File: src/sv/hhs_pkg.sv
// Shared types, constants and the hash step program for the heavy-hitter sketch update.
package hhs_pkg;

    // Store geometry
    localparam int ROW_BUCKETS  = 1024;
    localparam int ROW_BITS     = $clog2(ROW_BUCKETS);
    localparam int ROWS         = 4;
    localparam int ROW_IDX_BITS = $clog2(ROWS);
    localparam int DEPTH        = ROWS * ROW_BUCKETS;
    localparam int ADDR_BITS    = $clog2(DEPTH);
    localparam int KEY_BITS     = 64;
    localparam int WIDTH_BITS   = 11;
    localparam int ENTRY_BITS   = KEY_BITS + 64;

    // Hash constants
    localparam logic [63:0] HASH_C1  = 64'h87c37b91114253d5;
    localparam logic [63:0] HASH_C2  = 64'h4cf5ad432745937f;
    localparam logic [63:0] FMIX_C1  = 64'hff51afd7ed558ccd;
    localparam logic [63:0] FMIX_C2  = 64'hc4ceb9fe1a85ec53;
    localparam logic [63:0] KEY_LEN  = 64'(KEY_BITS / 8);

    // Register indexes and reset values
    localparam logic [1:0] REG_ROW_WIDTH = 2'd0;
    localparam logic [1:0] REG_HASH_SEED = 2'd1;
    localparam logic [1:0] REG_LOW_LIMIT = 2'd2;
    localparam logic [WIDTH_BITS-1:0] ROW_WIDTH_RESET = 11'd1024;
    localparam logic [15:0] LOW_LIMIT_RESET = 16'd10;

    // Action codes
    localparam logic [2:0] ACT_MATCH    = 3'd0;
    localparam logic [2:0] ACT_INSERT   = 3'd1;
    localparam logic [2:0] ACT_DECAY    = 3'd2;
    localparam logic [2:0] ACT_REPLACE  = 3'd3;
    localparam logic [2:0] ACT_NO_DECAY = 3'd4;

    localparam int HASH_STEPS = 20;
    localparam logic [4:0] HASH_LAST = 5'(HASH_STEPS - 1);

    typedef enum logic [4:0] {
        OP_NONE, OP_CLEAR, OP_LOAD, OP_MUL, OP_ROT, OP_XH, OP_ADD12, OP_ADD21,
        OP_KH1, OP_KH2, OP_XS, OP_H1K, OP_H2K, OP_BKT, OP_RD, OP_CHK,
        OP_DEC, OP_PROD, OP_DSET, OP_DIV, OP_DECIDE, OP_WR
    } dp_op_t;

    typedef enum logic [1:0] {SEL_C1, SEL_C2, SEL_F1, SEL_F2} mul_sel_t;

    typedef enum logic [3:0] {
        ST_CLEAR, ST_IDLE, ST_HASH, ST_HWAIT, ST_BKT, ST_RD, ST_CHK,
        ST_DEC, ST_PROD, ST_DSET, ST_DIV, ST_DECIDE, ST_WR
    } ctl_state_t;

    typedef struct packed {
        dp_op_t                  op;
        mul_sel_t                sel;
        logic [ROW_IDX_BITS-1:0] vidx;
    } dp_cmd_t;

    typedef struct packed {
        logic mul_done;
        logic hit;
        logic skip_div;
        logic div_last;
        logic clear_last;
    } dp_status_t;

    typedef struct packed {
        dp_op_t   op;
        mul_sel_t sel;
    } hash_step_t;

    // Hash program: seeded 128-bit hash of one 8-byte key
    function automatic hash_step_t hash_prog(input logic [4:0] step);
        hash_step_t s;
        s.sel = SEL_C1;
        unique case (step)
            5'd0:    s.op = OP_MUL;
            5'd1:    s.op = OP_ROT;
            5'd2:    begin s.op = OP_MUL; s.sel = SEL_C2; end
            5'd3:    s.op = OP_XH;
            5'd4:    s.op = OP_ADD12;
            5'd5:    s.op = OP_ADD21;
            5'd6:    s.op = OP_KH1;
            5'd7:    begin s.op = OP_MUL; s.sel = SEL_F1; end
            5'd8:    s.op = OP_XS;
            5'd9:    begin s.op = OP_MUL; s.sel = SEL_F2; end
            5'd10:   s.op = OP_XS;
            5'd11:   s.op = OP_H1K;
            5'd12:   s.op = OP_KH2;
            5'd13:   begin s.op = OP_MUL; s.sel = SEL_F1; end
            5'd14:   s.op = OP_XS;
            5'd15:   begin s.op = OP_MUL; s.sel = SEL_F2; end
            5'd16:   s.op = OP_XS;
            5'd17:   s.op = OP_H2K;
            5'd18:   s.op = OP_ADD12;
            5'd19:   s.op = OP_ADD21;
            default: s.op = OP_NONE;
        endcase
        return s;
    endfunction

endpackage

File: src/sv/hhs_controller.sv
// Controller: sequences clearing, hashing, bucket visits, decay test and write-back.
module hhs_controller
    import hhs_pkg::*;
(
    input  logic       clk,
    input  logic       rst_n,
    input  logic       start,
    output logic       busy,
    input  dp_status_t status,
    output dp_cmd_t    cmd
);

    ctl_state_t              state_reg;
    ctl_state_t              state_next;
    logic [4:0]              step_reg;
    logic [4:0]              step_next;
    logic [ROW_IDX_BITS-1:0] vidx_reg;
    logic [ROW_IDX_BITS-1:0] vidx_next;
    hash_step_t              hstep;

    assign hstep = hash_prog(step_reg);

    // Hold state
    always_ff @(posedge clk or negedge rst_n)
    begin
        if (!rst_n)
        begin
            state_reg <= ST_CLEAR;
            step_reg  <= '0;
            vidx_reg  <= '0;
        end
        else
        begin
            state_reg <= state_next;
            step_reg  <= step_next;
            vidx_reg  <= vidx_next;
        end
    end

    // Next state and commands
    always_comb
    begin
        state_next = state_reg;
        step_next  = step_reg;
        vidx_next  = vidx_reg;
        cmd.op     = OP_NONE;
        cmd.sel    = SEL_C1;
        cmd.vidx   = vidx_reg;
        unique case (state_reg)
            ST_CLEAR:
            begin
                cmd.op = OP_CLEAR;
                if (status.clear_last)
                    state_next = ST_IDLE;
            end
            ST_IDLE:
            begin
                if (start)
                begin
                    cmd.op     = OP_LOAD;
                    step_next  = '0;
                    state_next = ST_HASH;
                end
            end
            ST_HASH:
            begin
                cmd.op  = hstep.op;
                cmd.sel = hstep.sel;
                if (hstep.op == OP_MUL)
                begin
                    state_next = ST_HWAIT;
                end
                else if (step_reg == HASH_LAST)
                begin
                    vidx_next  = '0;
                    state_next = ST_BKT;
                end
                else
                begin
                    step_next = step_reg + 5'd1;
                end
            end
            ST_HWAIT:
            begin
                if (status.mul_done)
                begin
                    step_next  = step_reg + 5'd1;
                    state_next = ST_HASH;
                end
            end
            ST_BKT:
            begin
                cmd.op    = OP_BKT;
                vidx_next = vidx_reg + ROW_IDX_BITS'(1);
                if (vidx_reg == ROW_IDX_BITS'(ROWS - 1))
                    state_next = ST_RD;
            end
            ST_RD:
            begin
                cmd.op     = OP_RD;
                state_next = ST_CHK;
            end
            ST_CHK:
            begin
                cmd.op = OP_CHK;
                if (status.hit)
                begin
                    state_next = ST_WR;
                end
                else if (vidx_reg == ROW_IDX_BITS'(ROWS - 1))
                begin
                    state_next = ST_DEC;
                end
                else
                begin
                    vidx_next  = vidx_reg + ROW_IDX_BITS'(1);
                    state_next = ST_RD;
                end
            end
            ST_DEC:
            begin
                cmd.op     = OP_DEC;
                state_next = ST_PROD;
            end
            ST_PROD:
            begin
                cmd.op     = OP_PROD;
                state_next = ST_DSET;
            end
            ST_DSET:
            begin
                cmd.op     = OP_DSET;
                state_next = status.skip_div ? ST_DECIDE : ST_DIV;
            end
            ST_DIV:
            begin
                cmd.op = OP_DIV;
                if (status.div_last)
                    state_next = ST_DECIDE;
            end
            ST_DECIDE:
            begin
                cmd.op     = OP_DECIDE;
                state_next = ST_WR;
            end
            ST_WR:
            begin
                cmd.op     = OP_WR;
                state_next = ST_IDLE;
            end
            default:
            begin
                state_next = ST_IDLE;
            end
        endcase
    end

    assign busy = (state_reg != ST_IDLE);

    // Multiplier completes only while the hash waits on it
    a_mul_wait: assert property (@(posedge clk) disable iff (!rst_n)
        status.mul_done |-> (state_reg == ST_HWAIT))
        else $error("multiplier done outside hash wait");

    // Write-back always returns to idle
    a_wr_idle: assert property (@(posedge clk) disable iff (!rst_n)
        (state_reg == ST_WR) |=> (state_reg == ST_IDLE))
        else $error("write-back not followed by idle");

    // Clearing leaves only toward idle
    a_clear_exit: assert property (@(posedge clk) disable iff (!rst_n)
        (state_reg == ST_CLEAR) |=> (state_reg == ST_CLEAR || state_reg == ST_IDLE))
        else $error("clearing pass interrupted");

    // A hit ends the bucket scan at once
    a_hit_wr: assert property (@(posedge clk) disable iff (!rst_n)
        (state_reg == ST_CHK && status.hit) |=> (state_reg == ST_WR))
        else $error("hit did not lead to write-back");

endmodule

File: config.mk
export PLATFORM = sky130hd
export DESIGN_NAME = hhs_controller
export DESIGN_NICKNAME = d
export VERILOG_FILES = /design/src/sv/hhs_pkg.sv /design/src/sv/hhs_controller.sv
export SDC_FILE = /design/constraint.sdc
export NUM_CORES = 1
export LEC_CHECK = 0
export BUFFER_PORTS_ARGS = -buffer_cell sky130_fd_sc_hd__buf_4
export CORE_MARGIN = 8
export CORE_UTILIZATION = 50
export DETAILED_ROUTE_END_ITERATION = 10
export PLACE_DENSITY = 0.72
export SYNTH_ARGS = -nofsm -noshare
export SYNTH_HDL_FRONTEND = slang
export SYNTH_SLANG_ARGS = --single-unit
File: constraint.sdc
create_clock -name clk -period 6.8 [get_ports clk]
set_input_delay 0 -clock clk [delete_from_list [all_inputs] [get_ports clk]]
set_output_delay 0 -clock clk [all_outputs]
set_load 0.005 [all_outputs]
After elaboration in Yosys (flattened, before gate mapping)
Index checks and enable logic that the tools add are counted.
W data, S select, Z words.
{"block": "word_totals", "register_bits": 11, "input_bits": 8, "out_inout_bits": 10, "elab_cells": 89}
{"block": "op_classes", "add_sub_neg": 2, "n_eq_ne": 45, "n_mux": 26, "n_reduce_logical": 13}
{"op": "$pmux W5 S12", "count": 1}
{"op": "$pmux W4 S12", "count": 1}
{"op": "$eq A5 B4 Y1 const B", "count": 8}
{"op": "$pmux W4 S10", "count": 1}
{"op": "$mux W4", "count": 8}
{"op": "$eq A4 B4 Y1 const B", "count": 5}
{"op": "$eq A5 B3 Y1 const B", "count": 4}
{"op": "$eq A5 B5 Y1 const B", "count": 4}
{"op": "$mux W5", "count": 4}
{"op": "$ne A2 B2 Y1 const B", "count": 10}
{"op": "$eq A4 B3 Y1 const B", "count": 4}
{"op": "$eq A5 B2 Y1 const B", "count": 3}
{"op": "$pmux W5 S3", "count": 1}
{"op": "$mux W2", "count": 7}
{"op": "$pmux W2 S3", "count": 2}
{"op": "$reduce_and A5 Y1", "count": 2}
{"op": "$eq A4 B2 Y1 const B", "count": 2}
{"op": "$reduce_or A2 Y1", "count": 4}
{"op": "$reduce_and A6 Y1", "count": 1}
{"op": "$reduce_bool A3 Y1", "count": 2}
{"op": "$reduce_or A6 Y1", "count": 1}
{"op": "$add A5 B1 Y5 const B", "count": 1}
{"op": "$eq A5 B1 Y1 const B", "count": 1}
{"op": "$logic_not A5 Y1", "count": 1}
{"op": "8 further kinds", "count": 8}

Logic depth before layout (Yosys ltp)
{"block": "logic_depth", "word_depth": 6, "mapped_depth": 8, "depth_no_buf": 7}

Worst setup path before layout
Ideal clock, no wire load.
{"block": "synth_timing", "kind": "reg2reg", "start": "register step_reg[0]", "end": "register step_reg[0]", "setup_time_ns": 0.128, "t_arrival_ns": 2.205, "t_required_ns": 6.672, "setup_slack_ns": 4.467, "path_stages_with_launch": 8, "path_buffers": 0, "synth_period_minus_slack_ns": 2.333, "cell_sequence": "dfrtp_1 ha_1 and3_1 ha_1 a311oi_1 a21oi_1 o211ai_2 mux2_1"}
{"block": "synth_via", "elab_chain_cells": 6, "elab_cells_between_ends": 34, "cone_classes": "add/sub (1); eq/ne (22); mux (5); reduce/logical (6)"}
{"item": "start: declaration", "line_no": "hhs_controller.sv:15", "source": "logic [4:0] step_reg;"}
{"item": "start signal: assignment", "line_no": "hhs_controller.sv:35", "source": "step_reg <= step_next;"}
{"item": "$eq A5 B4 Y1, or another cell as far along", "line_no": "hhs_pkg.sv:75", "source": "unique case (step)"}
{"item": "$reduce_or A6 Y1 (no line), or another cell as far along"}
{"item": "$pmux W4 S10", "line_no": "hhs_pkg.sv:75"}
{"item": "$eq A5 B2 Y1", "line_no": "hhs_controller.sv:69", "source": "if (hstep.op == OP_MUL)"}
{"item": "$ne A2 B2 Y1 (no line)"}
{"item": "$reduce_and A5 Y1 (no line)"}
Parallel ways exist; a longest one is shown, timed or not. The select of a mux whose other input is x is not followed.
A chain may end at the register's enable or synchronous reset.

==> impl_metrics.toml <==
[cells_and_area]
largest_register_ffs = 5
drive_above_1_share_pct = 14.37
final_area_mm2 = 0.001355
nFillCells = 239
n_antenna_cell = 0
syn2layout_area_growth_pct = 11.19
nets = 182

[clocking]
postCtsSetupBuffers = 0
clk_latency_ns = 0.27
cts_resized = 0
clk_path_buf_depth = 2
cts_inserted_buffers = 3
htreeDepth = 1
tritoncts = "yes"
cts_sinks = 11
cts-root-buf = "clkbuf_4"
clk_pin_slew_ns = 0.07

[global_routing]
grt_pass1_wl_um = 5319
grt_usage_pct = 15.21
grt_start_max_net_pins = 25
grt-ovfl-total = 0
antenna_found_initial = 0
grt_pass1_vias = 1201

[sta]
maxSlewHeadroom_pct = 38.50
setup_violations = 0
hold_viol_final = 0
tns_ns = 0
rsz0062_at_grt = "no"
skew_ns = 0.004875
min_period_over_period_pct = 39.83
fin_crit_ns = 2.709
tightest_slew_ns = 0.9101
slew_viol_final = 0
fmax_mhz = 369.2

[yosys]
syn_area_mm2 = 0.001219
synth_top_area_share_pct = 22.59
syn_avg_cell_area_um2 = 7.762
synth.most_common_cell = "nor2_1"
syn_inst = 157
ys.flop_type = "dfrtp_1"
synth_top_area_cell = "dfrtp_1"
ys_top_cells_by_area = "dfrtp_1 (23%), ha_1 (6.2%), mux2i_1 (4.9%)"
synth_edf_count = 0
yosysWarnings = 0
yosysSeqAreaShare_pct = 22.59
async_flop_share_pct = 100.0
synth.ff_latch_count = 11
syn-num-nets = 171
yosys-top-cells-count = "nor2_1 (14), o21ai_0 (12), a21oi_1 (11), dfrtp_1 (11)"
synth.distinct_cells = 50

[worst_hold_path]
hold_class = "in2reg"
whs_path_depth = 4

[critical_path]
start_kind = "flop"
worst_setup_path_end_kind = "primary output"
crit_path_max_fanout = 9
criticalPathCategory = "reg2out"
cp.required_ns = 6.80
arrival_ns = 2.71
r2r_cells = 7

[drt]
antenna_left = 0
first_iter_violations = 102
drc = 0
vias_per_cell = 6.183
totalWireLength_um = 3025
vias = 1218
drtPass1Iterations = 4
wl_per_cell_um = 15.36

[placed_design]
hpwl_um = 2225
placedInstanceArea_mm2 = 0.001319
port_buffers = 17
gp_congestion = 0.9284

[floorplanning]
die_w_um = 65.37
die_height_um = 65.37
coreArea_mm2 = 0.002387
start_util_pct = 51.05
std_cell_rows = 18
dieArea_mm2 = 0.004273
ios = 18

[power_and_ir_drop]
ir_worst_vdd_v = 0.0002946
leakagePower_nw = 0.5652
finalPower_mw = 0.6043
powerDensity_mw_per_mm2 = 445.9

[job]
drv_cap = 0

[status]
status = "finished clean"
==> logic make-up (layout without fill, tap and decap cells) <==
logic type	after synthesis	in the layout	synth area share, %
xor+xnor	1	1	0.7188
simple gates	59	59	26.80
flops	11	11	22.59
mux	9	9	7.700
buf+inv	21	31	8.110
compound gates	50	50	27.93
fa+ha+maj	6	6	6.160
==> power by group <==
| group | switching, mW | internal (mW) | leakage, nW |
|---|---|---|---|
| Clock | 0.0235 | 0.0227 | 0.0150 |
| Sequential | 0.0828 | 0.0917 | 0.139 |
| Combinational | 0.197 | 0.186 | 0.411 |
==> metal layers <==
metal | track usage [%] | vias to the layer above | share of wire, %
met5 | 0 | - | 0
met2 | 22.88 | 38 | 47
met3 | 2.721 | 2 | 6.4
met1 | 20.40 | 577 | 46
met4 | 7.357 | 0 | 0.63
li1 | - | 601 | -
==> cell type report <==
class	instances	area [µm²]	area share [%]
tap	30	37.54	2.770
timing repair buffer	18	137.6	10.16
multi-input combinational	125	844.6	62.33
sequential	11	275.3	20.31
inverter	9	33.78	2.493
clock buffer	4	26.28	1.939
==> worst max-delay path, stage by stage (launching register included) <==
cell and delay [ns]:
dfrtp_1 0.44, ha_1 0.32, and3_1 0.22, ha_1 0.20, a311oi_1 0.41, nand2_1 0.15, o41ai_1 0.44, a21oi_1 0.12
buf_4 0.15
==> cell usage in the layout (no fill, tap or decap), types with 2 or more instances in the layout <==
cell and instances:
a211oi_1 3, a21oi_1 11, a22oi_1 2, a32o_1 2
and2_1 2, and3_1 2, buf_4 17, clkbuf_4 3
dfrtp_1 11, ha_1 6, inv_1 9, mux2_1 2
mux2i_1 6, nand2_1 9, nand2b_1 3, nand3_1 4
nand3b_1 2, nand4_1 2, nor2_1 14, nor2b_1 6
nor3_1 6, nor4bb_1 2, o211ai_1 3, o21a_1 2
o21ai_0 12, o21bai_1 2, o41ai_1 2
==> path summary, 6_finish.rpt <==
path                                         startpoint                      end  slack (ns)
worst max-delay path            step_reg[0]$_DFFE_PN0P_                   cmd[5]        4.09
worst min-delay path                              start  step_reg[3]$_DFFE_PN0P_        0.07
worst max register to register  step_reg[0]$_DFFE_PN0P_  step_reg[0]$_DFFE_PN0P_        4.14
worst min register to register  vidx_reg[0]$_DFFE_PN0P_  vidx_reg[0]$_DFFE_PN0P_        0.60
max in group asynchronous                         rst_n  step_reg[1]$_DFFE_PN0P_        6.54
min in group asynchronous                         rst_n  vidx_reg[0]$_DFFE_PN0P_        0.10
==> timing repair <==
action / in CTS / in global routing
hold buffers: 1 / 0
setup endpoints to repair: 0 / 0
hold endpoints to repair: 11 / 0
==> stage by stage <==
step / std cells / hold WS (ns) / setup WS [ns] / utilization, %
floorplan: 157 / -0.2956 / 4.467 / -
global placement: 192 / -0.1545 / 4.319 / 55.24
detailed placement: 192 / -0.1499 / 4.195 / 55.24
CTS: 197 / 0.06611 / 4.130 / 56.76
global route: 197 / 0.07265 / 3.868 / 56.76
finish: 197 / 0.07384 / 4.091 / 56.76
Note: power is estimated with default switching activity, not from simulation.
